File: src/hw/rtl/tcce_pkg.sv
`default_nettype none

package tcce_pkg;

	localparam int COLUMNS    = 80;
	localparam int ROWS       = 25;
	localparam int CELL_COUNT = COLUMNS * ROWS;

	localparam int REQ_W   = 2;
	localparam int CHAR_W  = 8;
	localparam int ATTR_W  = 8;
	localparam int COL_W   = 7;
	localparam int ROW_W   = 5;
	localparam int IDX_W   = 11;
	localparam int CELL_W  = 16;
	localparam int PADDR_W = 3;
	localparam int PDATA_W = 32;

	localparam int QDEPTH  = 2;
	localparam int QPTR_W  = $clog2(QDEPTH);
	localparam int QCNT_W  = $clog2(QDEPTH + 1);

	localparam logic [CHAR_W-1:0] CH_SPACE     = 8'h20;
	localparam logic [CHAR_W-1:0] CH_NEWLINE   = 8'h0A;
	localparam logic [CHAR_W-1:0] CH_RETURN    = 8'h0D;
	localparam logic [CHAR_W-1:0] CH_BACKSPACE = 8'h08;

	localparam logic [CELL_W-1:0] CELL_RESET = 16'h0F20;
	localparam logic [ATTR_W-1:0] ATTR_RESET = 8'h0F;

	// register index, taken from paddr above the byte offset
	localparam logic [PADDR_W-3:0] REG_ATTR = '0;

	typedef enum logic [REQ_W-1:0] {
		REQ_PUT   = 2'd0,
		REQ_SET   = 2'd1,
		REQ_READ  = 2'd2,
		REQ_CLEAR = 2'd3
	} req_type_t;

	typedef enum logic [2:0] {
		OP_PRINT,
		OP_NEWLINE,
		OP_RETURN,
		OP_BACKSPACE,
		OP_SET,
		OP_READ,
		OP_CLEAR
	} op_t;

	typedef struct packed {
		op_t               op;
		logic [CHAR_W-1:0] ch;
		logic [COL_W-1:0]  col;
		logic [ROW_W-1:0]  row;
		logic [IDX_W-1:0]  idx;
		logic              idx_ok;
	} cmd_t;

	typedef enum logic [2:0] {
		BE_INIT,
		BE_IDLE,
		BE_SCROLL,
		BE_FILL,
		BE_RESP
	} be_state_t;

	function automatic logic [IDX_W-1:0] lin_pos(input logic [ROW_W-1:0] row,
		input logic [COL_W-1:0] col);
		lin_pos = IDX_W'(32'(row) * COLUMNS + 32'(col));
	endfunction

endpackage

`default_nettype wire

File: src/hw/rtl/tcce_if.sv
`default_nettype none

interface tcce_in_if;
	logic                       valid;
	logic                       ready;
	logic [tcce_pkg::REQ_W-1:0] req_type;
	logic [tcce_pkg::CHAR_W-1:0] char_code;
	logic [tcce_pkg::COL_W-1:0] cursor_col;
	logic [tcce_pkg::ROW_W-1:0] cursor_row;
	logic [tcce_pkg::IDX_W-1:0] cell_index;

	modport source (output valid, req_type, char_code, cursor_col, cursor_row, cell_index,
		input ready);
	modport sink (input valid, req_type, char_code, cursor_col, cursor_row, cell_index,
		output ready);
endinterface


`default_nettype wire

File: src/hw/rtl/tcce_front.sv
`default_nettype none

module tcce_front (
	tcce_in_if.sink         req,
	input  wire logic       init_busy,
	output tcce_pkg::cmd_t  cmd,
	output logic            cmd_valid,
	input  wire logic       cmd_ready
);
	import tcce_pkg::*;

	assign req.ready = cmd_ready && !init_busy;
	assign cmd_valid = req.valid && !init_busy;

	always_comb begin
		cmd.ch  = req.char_code;
		cmd.idx = req.cell_index;
		cmd.idx_ok = 32'(req.cell_index) < CELL_COUNT;
		// set-cursor values saturate at the screen edge
		cmd.col = (32'(req.cursor_col) < COLUMNS) ? req.cursor_col : COL_W'(COLUMNS - 1);
		cmd.row = (32'(req.cursor_row) < ROWS) ? req.cursor_row : ROW_W'(ROWS - 1);
		unique case (req_type_t'(req.req_type))
			REQ_PUT: begin
				unique case (req.char_code)
					CH_NEWLINE:   cmd.op = OP_NEWLINE;
					CH_RETURN:    cmd.op = OP_RETURN;
					CH_BACKSPACE: cmd.op = OP_BACKSPACE;
					default:      cmd.op = OP_PRINT;
				endcase
			end
			REQ_SET:   cmd.op = OP_SET;
			REQ_READ:  cmd.op = OP_READ;
			REQ_CLEAR: cmd.op = OP_CLEAR;
			default:   cmd.op = OP_CLEAR;
		endcase
	end

endmodule

`default_nettype wire

File: src/flat_wrapper.sv
// flat-port wrapper written by rule: the top's interface ports become plain ports
module tcce_front_flat import tcce_pkg::*;
  (init_busy, cmd, cmd_valid, cmd_ready, req_valid, req_req_type, req_char_code, req_cursor_col, req_cursor_row, req_cell_index, req_ready);
  tcce_in_if req_i ();
  input  wire logic init_busy;
  output tcce_pkg::cmd_t cmd;
  output logic cmd_valid;
  input  wire logic cmd_ready;
  input wire logic [$bits(req_i.valid)-1:0] req_valid;
  input wire logic [$bits(req_i.req_type)-1:0] req_req_type;
  input wire logic [$bits(req_i.char_code)-1:0] req_char_code;
  input wire logic [$bits(req_i.cursor_col)-1:0] req_cursor_col;
  input wire logic [$bits(req_i.cursor_row)-1:0] req_cursor_row;
  input wire logic [$bits(req_i.cell_index)-1:0] req_cell_index;
  output wire logic [$bits(req_i.ready)-1:0] req_ready;
  assign req_i.valid = req_valid;
  assign req_i.req_type = req_req_type;
  assign req_i.char_code = req_char_code;
  assign req_i.cursor_col = req_cursor_col;
  assign req_i.cursor_row = req_cursor_row;
  assign req_i.cell_index = req_cell_index;
  assign req_ready = req_i.ready;
  tcce_front u_core (.req(req_i), .init_busy(init_busy), .cmd(cmd), .cmd_valid(cmd_valid), .cmd_ready(cmd_ready));
endmodule
File: config.mk
export PLATFORM = sky130hd
export DESIGN_NAME = tcce_front_flat
export DESIGN_NICKNAME = d
export VERILOG_FILES = /design/src/hw/rtl/tcce_pkg.sv /design/src/hw/rtl/tcce_if.sv /design/src/hw/rtl/tcce_front.sv /design/src/flat_wrapper.sv
export SDC_FILE = /design/constraint.sdc
export NUM_CORES = 1
export LEC_CHECK = 0
export BUFFER_PORTS_ARGS = -buffer_cell sky130_fd_sc_hd__buf_2
export CORE_UTILIZATION = 24
export DETAILED_ROUTE_END_ITERATION = 12
export PLACE_DENSITY = 0.86
export RECOVER_POWER = 50
export REMOVE_ABC_BUFFERS = 1
export SETUP_SLACK_MARGIN = 0.02
export SLEW_MARGIN = 25
export SYNTH_ARGS = -nofsm -noshare
export SYNTH_HDL_FRONTEND = slang
export SYNTH_SLANG_ARGS = --single-unit
File: constraint.sdc
create_clock -name vclk -period 0.8
set_input_delay 0.04 -clock vclk [all_inputs]
set_output_delay 0.04 -clock vclk [all_outputs]
set_load 0.02 [all_outputs]
==> run_results.csv <==
group,metric,value,unit
drt,first_iter_violations,4,
drt,drc_errors,0,
floorplanning,io_pins,73,
place,place_congestion,0.584,
floorplanning,die_x,38.4,µm
drt,ant_nets,0,
drt,dr.pass1.iters,2,
layout,nClkBuffers,0,
sta,period_share,118,%
floorplanning,core_area,1170,µm²
sta,tightest_slew,250,ps
power,comb_power_share,100.0,%
layout,diodes,0,
floorplanning,rows,12,
power,intPower,153,µW
sta,rsz0062_at_grt,"yes",
power,ir_drop,0.269,mV
sta,setup_slack,-146,ps
synth,synth_top_area_cell,"buf_4",
sta,max_freq,1060,MHz
worst_setup_path,startpoint_type,"primary input",
worst_setup_path,cp.arrival,910,ps
floorplanning,initial_core_util,27.1,%
place,io_buffers,65,
drt,dr_total_vias,430,
power,p_leak,0.303,nW
sta,setup_viol,1,
layout,final-seq-area,0,µm²
worst_setup_path,path_class,"in2out",
synth,ys_warn_count,0,
synth,synth_area,318,µm²
synth,ys_seq_area_share,0,%
sta,whs,80.0,ps
power,switching_share,57.5,%
floorplanning,die_area,1470,µm²
sta,final-max-slew-violation-count,0,
power,clkPwrFrac,0,%
worst_setup_path,worstPathRequired,760,ps
layout,syn_to_final_growth,66.1,%
synth,syn_avg_cell_area,6.76,µm²
place,place_ws,-178,ps
floorplanning,die_h,38.4,µm
global_route,grtUsageTotal,12.2,%
job,drv_cap,0,
global_route,overflow,0,
sta,max-slew-margin-rel,83.1,%
power,power_density,681,nW/µm²
global_route,grt_pass1_vias,313,
layout,layout.nets,131,
layout,nFlopsAndLatches,0,
synth,synth_area_leaders,"buf_4 45%, nand2b_1 7.9%, nor2b_1 7.9%",
synth,ys_types,15,
worst_setup_path,cp-end-kind,"output pin",
cts,post_cts_buffers,0,
drt,via_per_inst,4.02,
drt,drt_wl_total,1.08,mm
layout,drive_above_1_share,62.4,%
global_route,antenna_found_initial,0,
layout,filler_cell_count,139,
synth,synth_top_area_share,44.9,%
layout,post-route-util,45.1,%
sta,period_needed,946,ps
worst_setup_path,crit_fanout,2,
global_route,grt_max_degree,5,
synth,syn_inst,47,
power,switchingPower,207,µW
global_route,grt_pass1_wl,1.33,mm
power,seqPwrFrac,0,%
status,status,"finished with violations",
sta,hold_viol,0,
min_path,min-delay-path-class,"in2out",
drt,wl_per_cell,10.1,µm
status,violations,"setup timing",
[what timing repair did]
item / 4_1_cts / 5_1_grt
pin swaps: 0 / 0
hold buffers: 0 / 0
gates resized for setup: 3 / 0
setup endpoints to repair: 1 / 1
[metal layers]
| layer | vias to the layer above | GRT usage [%] | wire, µm |
|---|---|---|---|
| met1 | 188 | 12.7 | 336 |
| li1 | 224 | - | - |
| met4 | 0 | 0 | 0 |
| met5 | - | 0 | 0 |
| met3 | 0 | 5.23 | 113 |
| met2 | 18 | 23.7 | 628 |
[cell usage after synthesis]
master,count
nor2b_1,4
nand2b_1,4
xor2_1,1
and3_1,1
nor3b_2,1
o2111ai_1,1
o41ai_2,1
a31oi_1,1
buf_4,19
or2_4,1
nand2_1,3
and2_1,3
nor2_1,3
o21ai_0,1
clkbuf_1,3
[cells in the final DEF, fill, tap and decap left out]
cell type   n
buf_2      49
clkbuf_1   13
nand2b_1    4
nor2b_1     4
buf_4       4
nand2_1     3
and2_1      3
nor2_1      3
buf_6       2
or2_4       1
o21ai_0     1
nor3b_2     1
a31oi_1     1
xor2_1      1
o41ai_2     1
and3_1      1
o2111ai_1   1
[area by class of cell]
type / instances / area [µm²] / share of cell area [%]
tap: 14 / 17.5 / 3.32
timing repair buffer: 68 / 347 / 65.6
multi-input combinational: 25 / 164 / 31.0
[critical path, stage by stage]
cell and delay, ps:
buf_2 100, or2_4 240, o41ai_2 320, buf_4 200
[stage by stage]
step	total power, mW	setup TNS, ps	instances	area, µm²
2_1_floorplan	0.108	-123	25	164
5_1_grt	0.384	-154	107	528
4_1_cts	0.371	-154	107	544
3_3_place_gp	0.356	-121	107	529
3_5_place_dp	0.363	-178	107	529
6_report	0.359	-146	107	528
[power by group through the flow]
stage	clock (mW)	combinational [mW]	sequential (mW)
after floorplan	0	0.108	0
after global placement	0	0.356	0
after CTS	0	0.371	0
final	0	0.359	0
after detailed placement	0	0.363	0
after global routing	0	0.384	0
[final timing paths]
kind / from / to / slack [ps] / cells past startpoint
setup / recovery: req_req_type[0] / cmd[33] / -150 / 4
hold / removal: req_cell_index[0] / cmd[1] / 80 / 0
[cell families after synthesis]
logic type / share of synthesized area (%)
AO/OA/AOI/OAI: 11.4
XOR/XNOR: 2.76
buffers and inverters: 48.4
AND/OR/NAND/NOR: 37.4
Power figures use the tool's default switching activity.
