## config.mk

```make
export PLATFORM = sky130hd
export DESIGN_NAME = tcce_queue
export DESIGN_NICKNAME = d
export VERILOG_FILES = /design/src/hw/rtl/tcce_pkg.sv /design/src/hw/rtl/tcce_queue.sv
export SDC_FILE = /design/constraint.sdc
export NUM_CORES = 1
export LEC_CHECK = 0
export BUFFER_PORTS_ARGS = -buffer_cell sky130_fd_sc_hd__buf_2
export CAP_MARGIN = 20
export CELL_PAD_IN_SITES_DETAIL_PLACEMENT = 0
export CELL_PAD_IN_SITES_GLOBAL_PLACEMENT = 1
export CORE_MARGIN = 2
export CORE_UTILIZATION = 35
export DETAILED_ROUTE_END_ITERATION = 7
export PLACE_DENSITY_LB_ADDON = 0.1
export SYNTH_ARGS = -nofsm -noshare
export SYNTH_HDL_FRONTEND = slang
export SYNTH_SLANG_ARGS = --single-unit
```

## constraint.sdc

```tcl
create_clock -name clk -period 2.3 [get_ports clk]
set_input_delay 0.115 -clock clk [delete_from_list [all_inputs] [get_ports clk]]
set_output_delay 0.115 -clock clk [all_outputs]
set_load 0.01 [all_outputs]
```

## src/hw/rtl/tcce_pkg.sv

```systemverilog
`default_nettype none

package tcce_pkg;

	localparam int COLUMNS    = 80;
	localparam int ROWS       = 25;
	localparam int CELL_COUNT = COLUMNS * ROWS;

	localparam int REQ_W   = 2;
	localparam int CHAR_W  = 8;
	localparam int ATTR_W  = 8;
	localparam int COL_W   = 7;
	localparam int ROW_W   = 5;
	localparam int IDX_W   = 11;
	localparam int CELL_W  = 16;
	localparam int PADDR_W = 3;
	localparam int PDATA_W = 32;

	localparam int QDEPTH  = 2;
	localparam int QPTR_W  = $clog2(QDEPTH);
	localparam int QCNT_W  = $clog2(QDEPTH + 1);

	localparam logic [CHAR_W-1:0] CH_SPACE     = 8'h20;
	localparam logic [CHAR_W-1:0] CH_NEWLINE   = 8'h0A;
	localparam logic [CHAR_W-1:0] CH_RETURN    = 8'h0D;
	localparam logic [CHAR_W-1:0] CH_BACKSPACE = 8'h08;

	localparam logic [CELL_W-1:0] CELL_RESET = 16'h0F20;
	localparam logic [ATTR_W-1:0] ATTR_RESET = 8'h0F;

	// register index, taken from paddr above the byte offset
	localparam logic [PADDR_W-3:0] REG_ATTR = '0;

	typedef enum logic [REQ_W-1:0] {
		REQ_PUT   = 2'd0,
		REQ_SET   = 2'd1,
		REQ_READ  = 2'd2,
		REQ_CLEAR = 2'd3
	} req_type_t;

	typedef enum logic [2:0] {
		OP_PRINT,
		OP_NEWLINE,
		OP_RETURN,
		OP_BACKSPACE,
		OP_SET,
		OP_READ,
		OP_CLEAR
	} op_t;

	typedef struct packed {
		op_t               op;
		logic [CHAR_W-1:0] ch;
		logic [COL_W-1:0]  col;
		logic [ROW_W-1:0]  row;
		logic [IDX_W-1:0]  idx;
		logic              idx_ok;
	} cmd_t;

	typedef enum logic [2:0] {
		BE_INIT,
		BE_IDLE,
		BE_SCROLL,
		BE_FILL,
		BE_RESP
	} be_state_t;

	function automatic logic [IDX_W-1:0] lin_pos(input logic [ROW_W-1:0] row,
		input logic [COL_W-1:0] col);
		lin_pos = IDX_W'(32'(row) * COLUMNS + 32'(col));
	endfunction

endpackage

`default_nettype wire

```

## src/hw/rtl/tcce_queue.sv

```systemverilog
`default_nettype none

module tcce_queue (
	input  wire logic            clk,
	input  wire logic            arst_n,
	input  wire tcce_pkg::cmd_t  push_cmd,
	input  wire logic            push_valid,
	output logic                 push_ready,
	output tcce_pkg::cmd_t       pop_cmd,
	output logic                 pop_valid,
	input  wire logic            pop_ready
);
	import tcce_pkg::*;

	cmd_t              ent_q [QDEPTH];
	logic [QPTR_W-1:0] wr_ptr_q;
	logic [QPTR_W-1:0] rd_ptr_q;
	logic [QCNT_W-1:0] count_q;
	logic              push;
	logic              pop;

	assign push_ready = count_q != QCNT_W'(QDEPTH);
	assign pop_valid  = count_q != '0;
	assign pop_cmd    = ent_q[rd_ptr_q];
	assign push = push_valid && push_ready;
	assign pop  = pop_valid && pop_ready;

	always_ff @(posedge clk) begin
		if (push) ent_q[wr_ptr_q] <= push_cmd;
	end

	always_ff @(posedge clk or negedge arst_n) begin
		if (!arst_n) begin
			wr_ptr_q <= '0;
			rd_ptr_q <= '0;
			count_q  <= '0;
		end else begin
			if (push) wr_ptr_q <= (32'(wr_ptr_q) == QDEPTH - 1) ? '0 : wr_ptr_q + 1'b1;
			if (pop)  rd_ptr_q <= (32'(rd_ptr_q) == QDEPTH - 1) ? '0 : rd_ptr_q + 1'b1;
			if (push && !pop) count_q <= count_q + 1'b1;
			else if (pop && !push) count_q <= count_q - 1'b1;
		end
	end

endmodule

`default_nettype wire

```

==> run summary, run 1 <==
DRT Wirelength = 5.01 mm
Clock Sinks = 74
Hold WS = 74.0 ps
post_cts resized = 0
synthesized cell area = 2870 um2
number of nets in the layout = 291
Worst Path Arrival = 1730 ps
IO buf count = 75
CTS Buf Count = 9
Yosys warnings = 0
RSZ-0062 raised after global routing = false
VDD IR max = 561 uV
initial antenna violation count = 0
via count = 1,550
Initial Util = 0.355
DIE AREA = 8940 um2
total gr overflow = 0
PwrDens = 1140 nW/um2
slew of the pin with the lowest slew margin = 492 ps
Reg clk slew, reported paths = 70 ps
Required @ worst endpoint = 2180 ps
Slew HR = 0.672
syn_area_per_cell = 22.6 um2
row count = 33
status = finished, final reports clean
DIE HEIGHT = 94.6 um
TritonCTS clock tree = yes
Final setup viols = 0
Final Hold Fails = 0
Total GRT Usage = 0.118
Initial DRC Count = 53
Vias per Instance = 4.31
layout cells sized above 1 = 0.522
Finished Core Util = 0.483
global-route wire length before repair = 7.52 mm
Die X-Extent = 94.6 um
Final Critical Period = 1850 ps
Max clock buf depth = 2
worst skew pair latency = 340 ps
Mapped Cells = 127
Critical Path Source Type = register
drt wl/cell = 13.9 um
critical path type = register to primary output
number of global-route vias before repair = 1,613
H-tree Lvls = 3
Max-cap violations = 0
core area = 8090 um2
Leak Pwr = 1.57 nW
register area share after synthesis = 0.767
Ports = 76
R2R Setup Slk = 630 ps
nature of the critical path endpoint = primary output
n_diodes = 0
iteration count of the initial detailed-routing pass = 4
Slew Limit Fails = 0
register bit total from synthesis = 74
syn nets = 167
Synth cell types = 15
final setup margin = 451 ps
pin count of the biggest net entering global routing = 36
Max Freq = 541 MHz
CTS root buffer = clkbuf_8
setup TNS = 0 ps
worst slack, placed = 628 ps
remaining antenna violation count = 0
Post-CTS Setup Bufs = 0
Area growth, synth to finish = 36.1%
Detail Placement HPWL = 3.38 mm
crit-path max FO = 13
Clock Skews = 6.09 ps
worst min-delay path category = input port to register
Final period util = 0.804
routability cong. = 0.703
drt drc = 0
==> path summary, 6_finish.rpt <==
check | end | from | cells past startpoint
setup / recovery | pop_cmd[34] | rd_ptr_q | 3
min in group asynchronous | count_q[1] | arst_n | 2
max in group asynchronous | rd_ptr_q | arst_n | 2
hold reg to reg | count_q[1] | count_q[1] | 1
hold / removal | rd_ptr_q | pop_ready | 3
setup reg to reg | ent_q[0][19] | count_q[0] | 4
==> Yosys cell counts <==
library cell	number	area, um2
nand2b_1	1	6.26
inv_1	1	3.75
buf_6	1	11.3
dfrtp_1	4	100
mux2_2	6	67.6
ha_1	1	12.5
nor2_1	2	7.51
nand2_1	2	7.51
and3_1	1	6.26
mux2_4	29	435
buf_12	3	60.1
edfxtp_1	70	2100
xor2_1	2	17.5
or2_1	1	6.26
xnor2_1	3	26.3
==> cells in the final DEF, fill, tap and decap left out, drive strengths merged <==
cell type / n
or2: 1
edfxtp: 70
nor2: 2
ha: 1
bufinv: 1
nand2: 2
clkinv: 3
buf: 81
nand2b: 1
and3: 1
dlygate4sd3: 36
clkbuf: 10
clkinvlp: 1
mux2: 35
inv: 1
xor2: 2
xnor2: 3
dfrtp: 4
==> state kept, by name, summed over array words and instances, names as in the netlist <==
signal,count
ent_q,70
count_q,2
wr_ptr_q,1
rd_ptr_q,1
==> critical path, stage by stage, from the launching register on <==
cell	delay (ps)
dfrtp_2	600
buf_4	290
mux2_2	360
buf_2	140
==> layout make-up <==
type	instances	area [um2]
timing repair buffer	117	781
multi-input combinational	48	602
clock inverter	5	56.3
sequential	74	2200
inverter	1	3.75
fill	746	4190
tap	105	131
clock buffer	10	128
==> layer usage <==
metal	part of all wire	up-vias	global-route usage
li1	-	737	-
met1	0.42	760	0.127
met2	0.51	45	0.204
met3	0.051	8	0.0455
met4	0.020	0	0.0580
met5	0	-	0
==> power by group <==
| group | internal (mW) | switching (mW) | leakage, nW |
|---|---|---|---|
| Combinational | 0.805 | 0.699 | 0.786 |
| Sequential | 1.85 | 0.150 | 0.696 |
| Clock | 0.493 | 0.446 | 0.0921 |
| Total | 3.15 | 1.29 | 1.57 |
==> logic make-up after synthesis <==
family                   Yosys count  share of synthesized area
buffers and inverters              5                     0.0262
AND/OR/NAND/NOR                    7                     0.0118
multiplexers                      35                      0.175
flip-flops                        74                      0.767
adder cells (fa/ha/maj)            1                    0.00436
XOR/XNOR                           5                     0.0153
==> what timing repair did <==
action | in CTS | in global routing
setup endpoints to repair | 0 | 0
endpoints found under the hold margin | 74 | 0
hold buffers | 36 | 0
==> stage by stage <==
stage               power [mW]  instances  area, um2
floorplan                 3.09        127       2870
global placement          3.47        309       3360
detailed placement        3.53        309       3360
CTS                       4.52        360       3910
global route              4.69        360       3910
finish                    4.44        360       3910
Note: power is estimated with default switching activity, not from simulation.
==> run 2: changes to the inputs <==
- clock period: 2.3 -> 1.55 ns (I/O delays scaled with it)
==> run summary, run 2 (synthesis gave the netlist of run 1 again) <==
Post-CTS Setup Bufs = 0
sequential cell area = 2200 um2
Finished Core Util = 0.496
drt wl/cell = 13.9 um
VDD IR max = 881 uV
Largest Register = ent_q
Hold EP = rd_ptr_q
Max Freq = 672 MHz
DIE HEIGHT = 94.6 um
row count = 33
Required @ worst endpoint = 1470 ps
RR Endpoint = count_q[1]
worst min-delay path category = input port to register
number of nets in the layout = 291
Slew HR = 0.881
Ports = 76
Total GRT Usage = 0.120
power consumption = 6.82 mW
HP Start = pop_ready
worst skew pair latency = 330 ps
Post-Layout Cell Count = 359
IO buf count = 75
Final Hold Fails = 0
Slew Limit Fails = 0
Detail Placement HPWL = 3.38 mm
Hold Path Stages = 3
nature of the critical path endpoint = primary output
core area = 8090 um2
drt drc = 0
pin count of the biggest net entering global routing = 21
iteration count of the initial detailed-routing pass = 4
Initial DRC Count = 47
Area growth, synth to finish = 39.8%
Initial Util = 0.355
global-route wire length before repair = 7.69 mm
Clock Skews = 3.88 ps
Max-cap violations = 0
number of global-route vias before repair = 1,607
DRT Wirelength = 4.98 mm
status = finished, final reports clean
Leak Pwr = 1.61 nW
Die X-Extent = 94.6 um
DIE AREA = 8940 um2
n_diodes = 0
setup TNS = 0 ps
critical path type = register to primary output
Final setup viols = 0
slew of the pin with the lowest slew margin = 179 ps
Vias per Instance = 4.25
Clock Sinks = 74
via count = 1,527
top flop regs = ent_q: 70 flops, count_q: 2 flops
R2R depth = 6
Final period util = 0.960
R2R Setup Slk = 120 ps
Critical Path Source Type = register
crit-path max FO = 20
RSZ-0062 raised after global routing = true
placed insts = 309
initial antenna violation count = 0
area of the multi-input gates = 617 um2
Max clock buf depth = 2
most frequent cells in the layout = edfxtp_1 (70), buf_2 (70), dlygate4sd3_1 (36)
routability cong. = 0.687
max FFs per register = 70
Reg clk slew, reported paths = 70 ps
Final Critical Period = 1490 ps
TritonCTS clock tree = yes
Worst Path Arrival = 1410 ps
total gr overflow = 0
worst r2r src = count_q[0]
PwrDens = 1700 nW/um2
remaining antenna violation count = 0
CTS Buf Count = 9
CTS root buffer = clkbuf_8
Hold WS = 42.8 ps
number of fill cells = 721
layout cells sized above 1 = 0.524
H-tree Lvls = 3
-- run 2: layout make-up --
class,count,area share
Multi-Input combinational cell,48,0.154
Clock buffer,9,0.0309
Clock inverter,5,0.0118
Inverter,1,0.000935
Timing Repair Buffer,117,0.221
Sequential cell,74,0.549
Tap cell,105,0.0327
-- run 2: routing by layer --
metal	vias up	GRT usage	wire length, um	share of wire
met5	-	0	0	0
met4	0	0.0543	120	0.024
met3	11	0.0439	252	0.051
met2	41	0.207	2620	0.53
met1	737	0.132	1980	0.40
li1	738	-	-	-
-- run 2: report_power, final --
part | internal [mW] | total (mW) | switching [mW]
logic | 1.43 | 2.58 | 1.15
registers | 2.74 | 2.91 | 0.164
clock network | 0.709 | 1.33 | 0.625
total | 4.88 | 6.82 | 1.94
-- run 2: critical path, cell delays in order, from the launching register on --
cell,delay (ps)
dfrtp_2,410
buf_12,210
mux2_4,310
buf_2,140
-- run 2: metrics by stage --
stage / worst slack, ps / cell area (um2)
5_1_grt: -2.08 / 4010
4_1_cts: 24.3 / 3980
6_report: 62.3 / 4010
3_3_place_gp: 189 / 3450
2_1_floorplan: -15.3 / 2890
3_5_place_dp: 113 / 3450
-- run 2: how the worst max path moves through the flow --
| stage | start | endpoint | cells after the start |
|---|---|---|---|
| 3_5_place_dp | count_q[0] | count_q[1] | 5 |
| 2_1_floorplan | count_q[0] | ent_q[0][0] | 3 |
| 5_1_grt | rd_ptr_q | pop_cmd[9] | 3 |
| 4_1_cts | rd_ptr_q | pop_cmd[26] | 3 |
| 6_report | rd_ptr_q | pop_cmd[9] | 3 |
| 3_3_place_gp | count_q[0] | count_q[1] | 6 |
-- run 2: timing repair --
action,in CTS,in global routing
resized for setup,0,5
endpoints found under the setup margin,0,8
endpoints found under the hold margin,74,0
hold buffers,36,0
